`src/hw/rtl/tbc_pkg.sv`:
```
// Shared types and constants for the take-back-half controller.
// Holds field widths, register indexes, sequencer states and serial unit structs.
// No dependencies.
package tbc_pkg;

  localparam int SAMPLE_BITS   = 16;
  localparam int TIME_BITS     = 32;
  localparam int GAIN_BITS     = 24;
  localparam int FIX_BITS      = 32;
  localparam int DRIVE_BITS    = 17;
  localparam int FRAC_BITS     = 24;
  localparam int CFG_IDX_BITS  = 3;
  localparam int CFG_DATA_BITS = 32;

  // serial unit geometry
  localparam int MCAND_W       = GAIN_BITS + SAMPLE_BITS;   // gain * |error|
  localparam int MPLR_W        = TIME_BITS + 1;             // elapsed + interval
  localparam int PROD_W        = MCAND_W + MPLR_W;
  localparam int ACC_W         = MCAND_W + 1;
  localparam int DIVR_W        = TIME_BITS;
  localparam int MUL_STEPS     = MPLR_W;
  localparam int DIV_STEPS     = PROD_W;
  localparam int UNIT_CNT_BITS = $clog2(DIV_STEPS);

  // integral arithmetic
  localparam int TOTAL_W       = FRAC_BITS + 10;            // step cap is 2^33
  localparam int INT_EXT_W     = TOTAL_W + 2;
  localparam int SUM_W         = MCAND_W + 2;

  localparam logic [FIX_BITS-1:0]   ONE_Q24         = FIX_BITS'(1) << FRAC_BITS;
  localparam logic [TIME_BITS-1:0]  IV_RESET        = TIME_BITS'(1000);
  localparam logic [TOTAL_W-1:0]    STEP_CAP        = TOTAL_W'(1) << (TOTAL_W - 1);
  localparam logic [DRIVE_BITS-1:0] DRIVE_FULL      = DRIVE_BITS'(1) << (DRIVE_BITS - 1);

  typedef enum logic [CFG_IDX_BITS-1:0] {
    REG_SET_POINT   = 3'd0,
    REG_KP_GAIN     = 3'd1,
    REG_KI_GAIN     = 3'd2,
    REG_INTERVAL    = 3'd3,
    REG_ENABLE      = 3'd4,
    REG_INT_LOW     = 3'd5,
    REG_INT_HIGH    = 3'd6
  } tbc_reg_e;

  typedef struct packed {
    logic [SAMPLE_BITS-1:0] set_point;
    logic [GAIN_BITS-1:0]   kp_gain;
    logic [GAIN_BITS-1:0]   ki_gain;
    logic [TIME_BITS-1:0]   update_interval;
    logic                   enable;
    logic [FIX_BITS-1:0]    int_low;
    logic [FIX_BITS-1:0]    int_high;
  } tbc_cfg_t;

  typedef enum logic [3:0] {
    ST_IDLE,
    ST_PREP,
    ST_MUL_STEP,
    ST_MUL_SPAN,
    ST_DIV_SPAN,
    ST_INTEG,
    ST_CROSS,
    ST_LIMIT,
    ST_MUL_KP,
    ST_DRIVE,
    ST_FINISH
  } tbc_state_e;

  typedef enum logic {
    OP_MUL,
    OP_DIV
  } tbc_op_e;

  typedef struct packed {
    logic                start;
    tbc_op_e             op;
    logic [PROD_W-1:0]   a;   // multiplicand (low bits) or dividend
    logic [MPLR_W-1:0]   b;   // multiplier or divisor (low bits)
  } tbc_cmd_t;

  typedef struct packed {
    logic                done;
    logic [PROD_W-1:0]   res;
  } tbc_sts_t;

endpackage

```
`src/hw/rtl/tbc_if.sv`:
```
// Handshake channels of the take-back-half controller: samples, results, register writes.
// Depends on tbc_pkg for field widths.
interface tbc_sample_if;
  logic                            valid;
  logic                            ready;
  logic [tbc_pkg::SAMPLE_BITS-1:0] measurement;
  logic [tbc_pkg::TIME_BITS-1:0]   now;

  modport source (output valid, output measurement, output now, input ready);
  modport sink   (input valid, input measurement, input now, output ready);
endinterface

interface tbc_result_if;
  logic                           valid;
  logic                           ready;
  logic                           updated;
  logic [tbc_pkg::DRIVE_BITS-1:0] drive;

  modport source (output valid, output updated, output drive, input ready);
  modport sink   (input valid, input updated, input drive, output ready);
endinterface

interface tbc_cfg_if;
  logic                              valid;
  logic                              ready;
  logic [tbc_pkg::CFG_IDX_BITS-1:0]  index;
  logic [tbc_pkg::CFG_DATA_BITS-1:0] data;

  modport source (output valid, output index, output data, input ready);
  modport sink   (input valid, input index, input data, output ready);
endinterface

```
`src/hw/rtl/tbc_cfg_regs.sv`:
```
// Configuration register file of the take-back-half controller.
// Depends on tbc_pkg and tbc_cfg_if.
module tbc_cfg_regs (
  input  logic              clk_i,
  input  logic              rst_ni,
  tbc_cfg_if.sink           cfg_i,
  output tbc_pkg::tbc_cfg_t cfg_o
);
  import tbc_pkg::*;

  tbc_cfg_t cfg_q;

  assign cfg_i.ready = 1'b1;
  assign cfg_o       = cfg_q;

  always_ff @(posedge clk_i or negedge rst_ni) begin
    if (!rst_ni) begin
      cfg_q.set_point       <= '0;
      cfg_q.kp_gain         <= '0;
      cfg_q.ki_gain         <= '0;
      cfg_q.update_interval <= IV_RESET;
      cfg_q.enable          <= 1'b0;
      cfg_q.int_low         <= '0;
      cfg_q.int_high        <= ONE_Q24;
    end else if (cfg_i.valid) begin
      unique case (tbc_reg_e'(cfg_i.index))
        REG_SET_POINT: cfg_q.set_point       <= cfg_i.data[SAMPLE_BITS-1:0];
        REG_KP_GAIN:   cfg_q.kp_gain         <= cfg_i.data[GAIN_BITS-1:0];
        REG_KI_GAIN:   cfg_q.ki_gain         <= cfg_i.data[GAIN_BITS-1:0];
        REG_INTERVAL:  cfg_q.update_interval <= cfg_i.data[TIME_BITS-1:0];
        REG_ENABLE:    cfg_q.enable          <= cfg_i.data[0];
        REG_INT_LOW:   cfg_q.int_low         <= cfg_i.data[FIX_BITS-1:0];
        REG_INT_HIGH:  cfg_q.int_high        <= cfg_i.data[FIX_BITS-1:0];
        default: ;  // unmapped index, drop the write
      endcase
    end
  end

endmodule

```
`src/hw/rtl/tbc_serial_unit.sv`:
```
// Shared bit-serial multiply / restoring divide unit built around one adder.
// One product or quotient bit per cycle; depends on tbc_pkg.
module tbc_serial_unit (
  input  logic              clk_i,
  input  logic              rst_ni,
  input  tbc_pkg::tbc_cmd_t cmd_i,
  output tbc_pkg::tbc_sts_t sts_o
);
  import tbc_pkg::*;

  logic                     busy_q, done_q;
  tbc_op_e                  op_q;
  logic [UNIT_CNT_BITS-1:0] cnt_q;
  logic [ACC_W-1:0]         acc_q, acc_d;
  logic [PROD_W-1:0]        sh_q, sh_d;
  logic [MCAND_W-1:0]       opnd_q;

  logic [DIVR_W:0]          rr;
  logic [ACC_W-1:0]         a_add, b_add, b_eff;
  logic                     sub;
  logic [ACC_W:0]           sum;

  // remainder shifted left with the next dividend bit
  assign rr    = {acc_q[DIVR_W-1:0], sh_q[PROD_W-1]};
  assign sub   = (op_q == OP_DIV);
  assign a_add = sub ? {{(ACC_W-DIVR_W-1){1'b0}}, rr} : acc_q;
  assign b_add = (sub || sh_q[0]) ? {1'b0, opnd_q} : '0;
  assign b_eff = sub ? ~b_add : b_add;
  assign sum   = {1'b0, a_add} + {1'b0, b_eff} + {{ACC_W{1'b0}}, sub};

  always_comb begin
    if (sub) begin
      acc_d = sum[ACC_W] ? {{(ACC_W-DIVR_W-1){1'b0}}, sum[DIVR_W:0]}
                         : {{(ACC_W-DIVR_W-1){1'b0}}, rr};
      sh_d  = {sh_q[PROD_W-2:0], sum[ACC_W]};
    end else begin
      acc_d = {1'b0, sum[ACC_W-1:1]};
      sh_d  = {sh_q[PROD_W-1:MPLR_W], sum[0], sh_q[MPLR_W-1:1]};
    end
  end

  always_ff @(posedge clk_i or negedge rst_ni) begin
    if (!rst_ni) begin
      busy_q <= 1'b0;
      done_q <= 1'b0;
      cnt_q  <= '0;
      op_q   <= OP_MUL;
    end else begin
      done_q <= !cmd_i.start && busy_q && (cnt_q == '0);
      if (cmd_i.start) begin
        busy_q <= 1'b1;
        op_q   <= cmd_i.op;
        cnt_q  <= (cmd_i.op == OP_DIV) ? UNIT_CNT_BITS'(DIV_STEPS - 1)
                                       : UNIT_CNT_BITS'(MUL_STEPS - 1);
      end else if (busy_q) begin
        if (cnt_q == '0) begin
          busy_q <= 1'b0;
        end else begin
          cnt_q <= cnt_q - 1'b1;
        end
      end
    end
  end

  always_ff @(posedge clk_i) begin
    if (cmd_i.start) begin
      acc_q <= '0;
      if (cmd_i.op == OP_DIV) begin
        sh_q   <= cmd_i.a;
        opnd_q <= {{(MCAND_W-DIVR_W){1'b0}}, cmd_i.b[DIVR_W-1:0]};
      end else begin
        sh_q   <= {{(PROD_W-MPLR_W){1'b0}}, cmd_i.b};
        opnd_q <= cmd_i.a[MCAND_W-1:0];
      end
    end else if (busy_q) begin
      acc_q <= acc_d;
      sh_q  <= sh_d;
    end
  end

  assign sts_o.done = done_q;
  assign sts_o.res  = (op_q == OP_DIV) ? sh_q : {acc_q[MCAND_W-1:0], sh_q[MPLR_W-1:0]};

endmodule

```
`src/hw/rtl/take_back_half_controller_unit.sv`:
```
// Top level of the take-back-half controller: sequencer and integral / drive datapath.
// Depends on tbc_pkg, tbc_if, tbc_cfg_regs and tbc_serial_unit.
//
//   channel   dir  handshake      payload
//   sample_i  in   valid / ready  measurement[15:0], now[31:0]
//   result_o  out  valid / ready  updated, drive[16:0]
//   cfg_i     in   valid / ready  index[2:0], data[31:0]
//
// An item that runs an update makes four serial unit passes, one bit per cycle (ki*|err|,
// times elapsed+interval, divide by interval, kp*|err|); an item that does not update
// goes from ST_PREP straight to ST_FINISH.
// sample_i.ready is high only while the sequencer is idle. The result register
// holds its transaction until taken; a finished item waits only if it is still full.
// Reset is asynchronous; the item payload and serial unit datapath registers are not reset.
module take_back_half_controller_unit (
  input  logic         clk_i,
  input  logic         rst_ni,
  tbc_sample_if.sink   sample_i,
  tbc_result_if.source result_o,
  tbc_cfg_if.sink      cfg_i
);
  import tbc_pkg::*;

  tbc_cfg_t   cfg;
  tbc_cmd_t   cmd;
  tbc_sts_t   sts;
  tbc_state_e state_q, state_d;

  tbc_cfg_regs u_cfg_regs (
    .clk_i  (clk_i),
    .rst_ni (rst_ni),
    .cfg_i  (cfg_i),
    .cfg_o  (cfg)
  );

  tbc_serial_unit u_serial_unit (
    .clk_i  (clk_i),
    .rst_ni (rst_ni),
    .cmd_i  (cmd),
    .sts_o  (sts)
  );

  // item payload
  logic [SAMPLE_BITS-1:0] meas_q, mag_q, mag_d;
  logic [TIME_BITS-1:0]   now_q;
  logic                   err_neg_q, err_neg_d;
  logic [MPLR_W-1:0]      span_q;
  logic                   upd_q;

  // controller state
  logic [TIME_BITS-1:0]   next_due_q;
  logic [FIX_BITS-1:0]    integral_q, cross_q;
  logic [SAMPLE_BITS-1:0] prev_q;
  logic                   have_prev_q, have_cross_q;
  logic [DRIVE_BITS-1:0]  last_drive_q;

  logic                   res_valid_q, res_updated_q;
  logic [DRIVE_BITS-1:0]  res_drive_q;

  logic                   accept, run, crossing, total_sat, sum_over;
  logic [TIME_BITS-1:0]   iv_eff;
  logic [TOTAL_W-1:0]     total;
  logic [INT_EXT_W-1:0]   integ_sum;
  logic [FIX_BITS-1:0]    integ_sat, avg, limited;
  logic [FIX_BITS:0]      pair, rounded;
  logic [SUM_W-1:0]       int_ext, prod_ext, drive_sum;
  logic [DRIVE_BITS-1:0]  drive_new;

  assign sample_i.ready  = (state_q == ST_IDLE);
  assign accept          = sample_i.valid && sample_i.ready;

  assign result_o.valid   = res_valid_q;
  assign result_o.updated = res_updated_q;
  assign result_o.drive   = res_drive_q;

  // error sign and magnitude, taken at acceptance
  assign err_neg_d = sample_i.measurement > cfg.set_point;
  assign mag_d     = err_neg_d ? sample_i.measurement - cfg.set_point
                               : cfg.set_point - sample_i.measurement;

  assign iv_eff = (cfg.update_interval == '0) ? TIME_BITS'(1) : cfg.update_interval;
  assign run    = cfg.enable && (now_q >= next_due_q);

  // integral step, capped at 2^33
  assign total_sat = (|sts.res[PROD_W-1:TOTAL_W])
                  || (sts.res[TOTAL_W-1] && (|sts.res[TOTAL_W-2:0]));
  assign total     = total_sat ? STEP_CAP : sts.res[TOTAL_W-1:0];
  assign integ_sum = err_neg_q
    ? {{(INT_EXT_W-FIX_BITS){integral_q[FIX_BITS-1]}}, integral_q} - {2'b00, total}
    : {{(INT_EXT_W-FIX_BITS){integral_q[FIX_BITS-1]}}, integral_q} + {2'b00, total};

  always_comb begin
    if (integ_sum[INT_EXT_W-1:FIX_BITS-1] == '0 || integ_sum[INT_EXT_W-1:FIX_BITS-1] == '1) begin
      integ_sat = integ_sum[FIX_BITS-1:0];
    end else if (integ_sum[INT_EXT_W-1]) begin
      integ_sat = {1'b1, {(FIX_BITS-1){1'b0}}};
    end else begin
      integ_sat = {1'b0, {(FIX_BITS-1){1'b1}}};
    end
  end

  // crossing detect and average, truncated toward zero
  assign crossing = have_prev_q &&
                    ((prev_q < cfg.set_point && meas_q >= cfg.set_point) ||
                     (prev_q > cfg.set_point && meas_q <= cfg.set_point));
  assign pair     = {integral_q[FIX_BITS-1], integral_q} + {cross_q[FIX_BITS-1], cross_q};
  assign rounded  = pair + {{FIX_BITS{1'b0}}, pair[FIX_BITS]};
  assign avg      = rounded[FIX_BITS:1];

  always_comb begin
    if ($signed(integral_q) < $signed(cfg.int_low)) begin
      limited = '0;
    end else if ($signed(integral_q) > $signed(cfg.int_high)) begin
      limited = ONE_Q24;
    end else begin
      limited = integral_q;
    end
  end

  // kp*err + integral, clamped to 0..1.0 and cut to Q1.16
  assign int_ext   = {{(SUM_W-FIX_BITS){integral_q[FIX_BITS-1]}}, integral_q};
  assign prod_ext  = {2'b00, sts.res[MCAND_W-1:0]};
  assign drive_sum = err_neg_q ? int_ext - prod_ext : int_ext + prod_ext;
  assign sum_over  = (|drive_sum[SUM_W-2:FRAC_BITS+1])
                  || (drive_sum[FRAC_BITS] && (|drive_sum[FRAC_BITS-1:0]));

  always_comb begin
    if (drive_sum[SUM_W-1]) begin
      drive_new = '0;
    end else if (sum_over) begin
      drive_new = DRIVE_FULL;
    end else begin
      drive_new = drive_sum[FRAC_BITS:FRAC_BITS-DRIVE_BITS+1];
    end
  end

  always_ff @(posedge clk_i or negedge rst_ni) begin
    if (!rst_ni) begin
      state_q <= ST_IDLE;
    end else begin
      state_q <= state_d;
    end
  end

  always_comb begin
    state_d   = state_q;
    cmd.start = 1'b0;
    cmd.op    = OP_MUL;
    cmd.a     = '0;
    cmd.b     = '0;
    unique case (state_q)
      ST_IDLE: begin
        if (accept) state_d = ST_PREP;
      end
      ST_PREP: begin
        if (run) begin
          cmd.start = 1'b1;
          cmd.a     = {{(PROD_W-GAIN_BITS){1'b0}}, cfg.ki_gain};
          cmd.b     = {{(MPLR_W-SAMPLE_BITS){1'b0}}, mag_q};
          state_d   = ST_MUL_STEP;
        end else begin
          state_d = ST_FINISH;
        end
      end
      ST_MUL_STEP: begin
        if (sts.done) begin
          cmd.start = 1'b1;
          cmd.a     = {{MPLR_W{1'b0}}, sts.res[MCAND_W-1:0]};
          cmd.b     = span_q;
          state_d   = ST_MUL_SPAN;
        end
      end
      ST_MUL_SPAN: begin
        if (sts.done) begin
          cmd.start = 1'b1;
          cmd.op    = OP_DIV;
          cmd.a     = sts.res;
          cmd.b     = {1'b0, iv_eff};
          state_d   = ST_DIV_SPAN;
        end
      end
      ST_DIV_SPAN: begin
        if (sts.done) state_d = ST_INTEG;
      end
      ST_INTEG: state_d = ST_CROSS;
      ST_CROSS: state_d = ST_LIMIT;
      ST_LIMIT: begin
        cmd.start = 1'b1;
        cmd.a     = {{(PROD_W-GAIN_BITS){1'b0}}, cfg.kp_gain};
        cmd.b     = {{(MPLR_W-SAMPLE_BITS){1'b0}}, mag_q};
        state_d   = ST_MUL_KP;
      end
      ST_MUL_KP: begin
        if (sts.done) state_d = ST_DRIVE;
      end
      ST_DRIVE: state_d = ST_FINISH;
      ST_FINISH: begin
        if (!res_valid_q || result_o.ready) state_d = ST_IDLE;
      end
      default: state_d = ST_IDLE;
    endcase
  end

  always_ff @(posedge clk_i or negedge rst_ni) begin
    if (!rst_ni) begin
      next_due_q    <= '0;
      integral_q    <= '0;
      cross_q       <= '0;
      prev_q        <= '0;
      have_prev_q   <= 1'b0;
      have_cross_q  <= 1'b0;
      last_drive_q  <= '0;
      upd_q         <= 1'b0;
      res_valid_q   <= 1'b0;
      res_updated_q <= 1'b0;
      res_drive_q   <= '0;
    end else begin
      if (res_valid_q && result_o.ready && state_q != ST_FINISH) res_valid_q <= 1'b0;
      unique case (state_q)
        ST_PREP: begin
          upd_q <= run;
          if (run) next_due_q <= now_q + iv_eff;
        end
        ST_INTEG: integral_q <= integ_sat;
        ST_CROSS: begin
          // first crossing only saves the integral
          if (crossing) begin
            if (have_cross_q) begin
              integral_q <= avg;
              cross_q    <= avg;
            end else begin
              cross_q    <= integral_q;
            end
            have_cross_q <= 1'b1;
          end
          prev_q      <= meas_q;
          have_prev_q <= 1'b1;
        end
        ST_LIMIT: integral_q   <= limited;
        ST_DRIVE: last_drive_q <= drive_new;
        ST_FINISH: begin
          if (!res_valid_q || result_o.ready) begin
            res_valid_q   <= 1'b1;
            res_updated_q <= upd_q;
            res_drive_q   <= last_drive_q;
          end
        end
        default: ;
      endcase
    end
  end

  always_ff @(posedge clk_i) begin
    if (accept) begin
      meas_q    <= sample_i.measurement;
      now_q     <= sample_i.now;
      err_neg_q <= err_neg_d;
      mag_q     <= mag_d;
    end
    if (state_q == ST_PREP) begin
      // elapsed since due plus one interval
      span_q <= {1'b0, now_q - next_due_q} + {1'b0, iv_eff};
    end
  end

endmodule

```
`src/flat_wrapper.sv`:
```
// flat-port wrapper written by rule: the top's interface ports become plain ports
module take_back_half_controller_unit_flat import tbc_pkg::*;
  (clk_i, rst_ni, sample_i_valid, sample_i_measurement, sample_i_now, sample_i_ready, result_o_valid, result_o_updated, result_o_drive, result_o_ready, cfg_i_valid, cfg_i_index, cfg_i_data, cfg_i_ready);
  tbc_sample_if sample_i_i ();
  tbc_result_if result_o_i ();
  tbc_cfg_if cfg_i_i ();
  input  logic clk_i;
  input  logic rst_ni;
  input wire logic [$bits(sample_i_i.valid)-1:0] sample_i_valid;
  input wire logic [$bits(sample_i_i.measurement)-1:0] sample_i_measurement;
  input wire logic [$bits(sample_i_i.now)-1:0] sample_i_now;
  output wire logic [$bits(sample_i_i.ready)-1:0] sample_i_ready;
  output wire logic [$bits(result_o_i.valid)-1:0] result_o_valid;
  output wire logic [$bits(result_o_i.updated)-1:0] result_o_updated;
  output wire logic [$bits(result_o_i.drive)-1:0] result_o_drive;
  input wire logic [$bits(result_o_i.ready)-1:0] result_o_ready;
  input wire logic [$bits(cfg_i_i.valid)-1:0] cfg_i_valid;
  input wire logic [$bits(cfg_i_i.index)-1:0] cfg_i_index;
  input wire logic [$bits(cfg_i_i.data)-1:0] cfg_i_data;
  output wire logic [$bits(cfg_i_i.ready)-1:0] cfg_i_ready;
  assign sample_i_i.valid = sample_i_valid;
  assign sample_i_i.measurement = sample_i_measurement;
  assign sample_i_i.now = sample_i_now;
  assign sample_i_ready = sample_i_i.ready;
  assign result_o_valid = result_o_i.valid;
  assign result_o_updated = result_o_i.updated;
  assign result_o_drive = result_o_i.drive;
  assign result_o_i.ready = result_o_ready;
  assign cfg_i_i.valid = cfg_i_valid;
  assign cfg_i_i.index = cfg_i_index;
  assign cfg_i_i.data = cfg_i_data;
  assign cfg_i_ready = cfg_i_i.ready;
  take_back_half_controller_unit u_core (.clk_i(clk_i), .rst_ni(rst_ni), .sample_i(sample_i_i), .result_o(result_o_i), .cfg_i(cfg_i_i));
endmodule
```
`config.mk`:
```
export PLATFORM = sky130hd
export DESIGN_NAME = take_back_half_controller_unit_flat
export DESIGN_NICKNAME = d
export VERILOG_FILES = /design/src/hw/rtl/tbc_pkg.sv /design/src/hw/rtl/tbc_if.sv /design/src/hw/rtl/tbc_cfg_regs.sv /design/src/hw/rtl/tbc_serial_unit.sv /design/src/hw/rtl/take_back_half_controller_unit.sv /design/src/flat_wrapper.sv
export SDC_FILE = /design/constraint.sdc
export NUM_CORES = 2
export LEC_CHECK = 0
export ABC_AREA = 1
export BUFFER_PORTS_ARGS = -buffer_cell sky130_fd_sc_hd__buf_2
export CAP_MARGIN = 10
export CORE_MARGIN = 1
export CORE_UTILIZATION = 45
export CTS_CLUSTER_SIZE = 24
export DETAILED_ROUTE_END_ITERATION = 6
export SLEW_MARGIN = 20
export SYNTH_ARGS = -nofsm -noshare
export SYNTH_HDL_FRONTEND = slang
export SYNTH_SLANG_ARGS = --single-unit
```
`constraint.sdc`:
```
create_clock -name clk_i -period 6.42 [get_ports clk_i]
set_input_delay 1.284 -clock clk_i [delete_from_list [all_inputs] [get_ports clk_i]]
set_output_delay 1.284 -clock clk_i [all_outputs]
set_load 0.005 [all_outputs]
```
==> results.yml <==
detailed_routing:
  remaining_drc_errors: 0
  drt_pass1_iterations: 6
  viasPerCell: 5.55
  wl_mm: 172
  vias: 46394
  final_antenna_net_count: 0
  wl_per_cell_um: 20.5
  drt_iter0_drc: 4369
timing:
  clock.fmax_mhz: 169
  hold_viol: 0
  finalCritPeriodShare_pct: 92.2
  fin_worst_skew_ns: 0.0340
  worstMarginPinSlew_ns: 1.01
  max-slew-margin-rel_pct: 32.5
  slew_viol_final: 0
  setup_violations: 0
  period_needed_ns: 5.92
yosys:
  synth_nets: 7330
  synth-seq-cells: 577
  ys_types: 68
  ys_warn_count: 0
  yosysSeqAreaShare_pct: 32.5
  netlist_area_sq_um: 47100
  synth_edf_count: 211
  synthArstFlopShare_pct: 56.5
  synthCells: 6858
  ys.flop_type: "dfrtp_1"
  syn_avg_cell_area_sq_um: 6.87
setup_path:
  crit_required_ns: 6.99
  slowest_delay_ns: 0.41
  r2r_setup_slack_ns: 0.50
  worst-setup-path-type: "register to register"
  crit_slowest_cell: "edfxtp_1"
  cp_max_fo: 8
  startpoint_type: "register"
  critPathArrivalTime_ns: 6.49
  crit_top_cell: "nand2_1"
  worst_setup_path_end_kind: "register"
global_route:
  grt_pass1_wl_mm: 263
  grt_pass1_vias: 44123
  antenna_found_initial: 5
  grt_max_degree: 142
  grt_usage_pct: 31.9
  overflow: 0
place:
  dpl_cell_area_sq_um: 49300
  place_congestion: 0.988
  port_buffers: 107
  dp.cells: 8222
  dp_hpwl_mm: 134
hold_path:
  min_path_type: "register to register"
floorplanning:
  die_y_um: 326
  core_sq_um: 104000
  io_pins: 109
  dieArea_sq_um: 106000
  start_util_pct: 45.4
  die_w_um: 326
  rows: 118
power_and_ir_drop:
  ir_worst_vdd_v: 0.000269
  power_uw: 31900
  p_leak_uw: 0.0256
  pwr_density_cell_nw_per_um2: 610
clock_tree:
  cts_num_sinks: 577
  cts_root_buffer: "clkbuf_16"
  cts_tree: "built"
  cts_buffers: 72
  clk_latency_ns: 0.68
  cts.htree.levels: 3
  clockBufferDepth: 3
  cts.clk_slew.worst_paths_ns: 0.06
layout:
  antennaDiodeCount: 0
  num-fill-cells: 10607
  layout.cells.most_common: "nand2_1"
  final_cells: 8364
  fin_area_sq_um: 52200
  finalCoreUtilization_pct: 50.4
  areaGrowthSynthToFinish_pct: 10.9
  layout-drive-gt1-share_pct: 6.73
  nets: 7396
  mostFrequentLayoutCells: "nand2_1 (2,026), inv_1 (889), o21ai_0 (600)"
status:
  outcome: "completed"
flow_run:
  cap_violations: 0
## synth_stat cells (all sizes together), types with 7 or more instances
| cell | n | area share [%] |
|---|---|---|
| edfxtp | 211 | 13 |
| nand3 | 298 | 3.2 |
| dfxtp | 40 | 1.7 |
| a21boi | 15 | 0.24 |
| mux2 | 17 | 0.41 |
| nor2 | 615 | 5.0 |
| o21ai | 614 | 6.5 |
| xnor2 | 79 | 1.5 |
| a221oi | 7 | 0.13 |
| o21bai | 31 | 0.49 |
| o221ai | 16 | 0.30 |
| and3 | 7 | 0.093 |
| a21oi | 441 | 4.7 |
| a21o | 20 | 0.32 |
| nand2 | 2043 | 16 |
| o31ai | 9 | 0.14 |
| or2 | 13 | 0.17 |
| nand4 | 86 | 1.1 |
| buf | 59 | 0.72 |
| dfstp | 7 | 0.39 |
| nor3 | 45 | 0.49 |
| a211oi | 10 | 0.16 |
| o211ai | 46 | 0.73 |
| xor2 | 169 | 3.1 |
| and2 | 7 | 0.093 |
| ha | 375 | 10 |
| fa | 9 | 0.38 |
| clkbuf | 163 | 1.3 |
| dfrtp | 319 | 17 |
| a31oi | 62 | 0.82 |
| o21a | 24 | 0.38 |
| inv | 898 | 7.2 |
| o22ai | 22 | 0.29 |
| nand3b | 12 | 0.19 |
| nor4 | 30 | 0.40 |
## cells by family after synthesis
| group | synth area share [%] |
|---|---|
| simple gates | 27.1 |
| other cells | 0.00796 |
| mux | 0.513 |
| buf+inv | 9.21 |
| compound gates | 15.7 |
| xor+xnor | 4.61 |
| flops | 32.5 |
| fa+ha+maj | 10.3 |
## critical path, delay by kind of cell, from the launching register on
family | cells | cell delay, ns
compound gates | 6 | 0.70
flops | 1 | 0.41
fa+ha+maj | 4 | 0.87
buf+inv | 11 | 0.87
xor+xnor | 1 | 0.22
simple gates | 26 | 2.72
## per-layer routing
| metal | up-vias | track usage, % | wire (um) |
|---|---|---|---|
| met3 | 258 | 3.68 | 11500 |
| met4 | 4 | 10.8 | 6170 |
| met1 | 21946 | 45.4 | 78300 |
| li1 | 22636 | - | - |
| met2 | 1550 | 50.2 | 75600 |
| met5 | - | 0 | 27 |
## timing repair
item                                    4_1_cts  5_1_grt
endpoints found under the setup margin        0       32
gates resized for setup                       0       81
endpoints found under the hold margin         0        0
setup buffers                                 0        5
hold buffers                                  0        0
## state kept, by name, summed over array words and instances, names as in the netlist, 17 cells and up
name and count:
u_core.u_serial_unit.sh_q 73, u_core.u_serial_unit.acc_q 40, u_core.now_q 32, u_core.last_drive_q 17
u_core.u_cfg_regs.cfg_o 161, u_core.next_due_q 32, u_core.span_q 33, u_core.integral_q 32
u_core.result_o.drive 17, u_core.cross_q 32, u_core.u_serial_unit.opnd_q 40
## worst paths after layout
check,from,end,cells past startpoint
max,u_core.u_serial_unit.sh_q[1]$_DFFE_PP_,u_core.integral_q[17]$_DFFE_PN0P_,48
min,u_core.have_prev_q$_DFFE_PN0P_,u_core.have_prev_q$_DFFE_PN0P_,2
max reg2reg,u_core.u_serial_unit.sh_q[1]$_DFFE_PP_,u_core.integral_q[17]$_DFFE_PN0P_,48
min reg2reg,u_core.have_prev_q$_DFFE_PN0P_,u_core.have_prev_q$_DFFE_PN0P_,2
max in group asynchronous,rst_ni,u_core.next_due_q[1]$_DFFE_PN0P_,2
min in group asynchronous,rst_ni,u_core.cross_q[15]$_DFFE_PN0P_,1
## power by group
group	switching, uW	internal, uW	leakage (uW)	total [uW]
Clock	1790	2460	0.00120	4250
Combinational	14400	6840	0.0180	21300
Sequential	1000	5320	0.00642	6330
## cell type report
type                    instances  area (sq um)  area share [%]
inverters                     903          3390            6.49
flip-flops and latches        577         15300            29.3
clock inverters                41           458           0.877
multi-input cells            5156         27800            53.3
clock buffers                  93          2010            3.86
repair buffers                214          1480            2.84
well taps                    1380          1730            3.31
## per-stage QoR
step | TNS, ns | hold slack [ns] | worst slack [ns]
after floorplan | 0 | 0.422 | 0.297
after global placement | 0 | 0.443 | 0.323
after detailed placement | 0 | 0.442 | 0.234
after CTS | 0 | 0.455 | 0.183
after global routing | -0.00994 | 0.484 | -0.00674
final | 0 | 0.452 | 0.499
No activity file was read; power rests on OpenSTA's default activity.
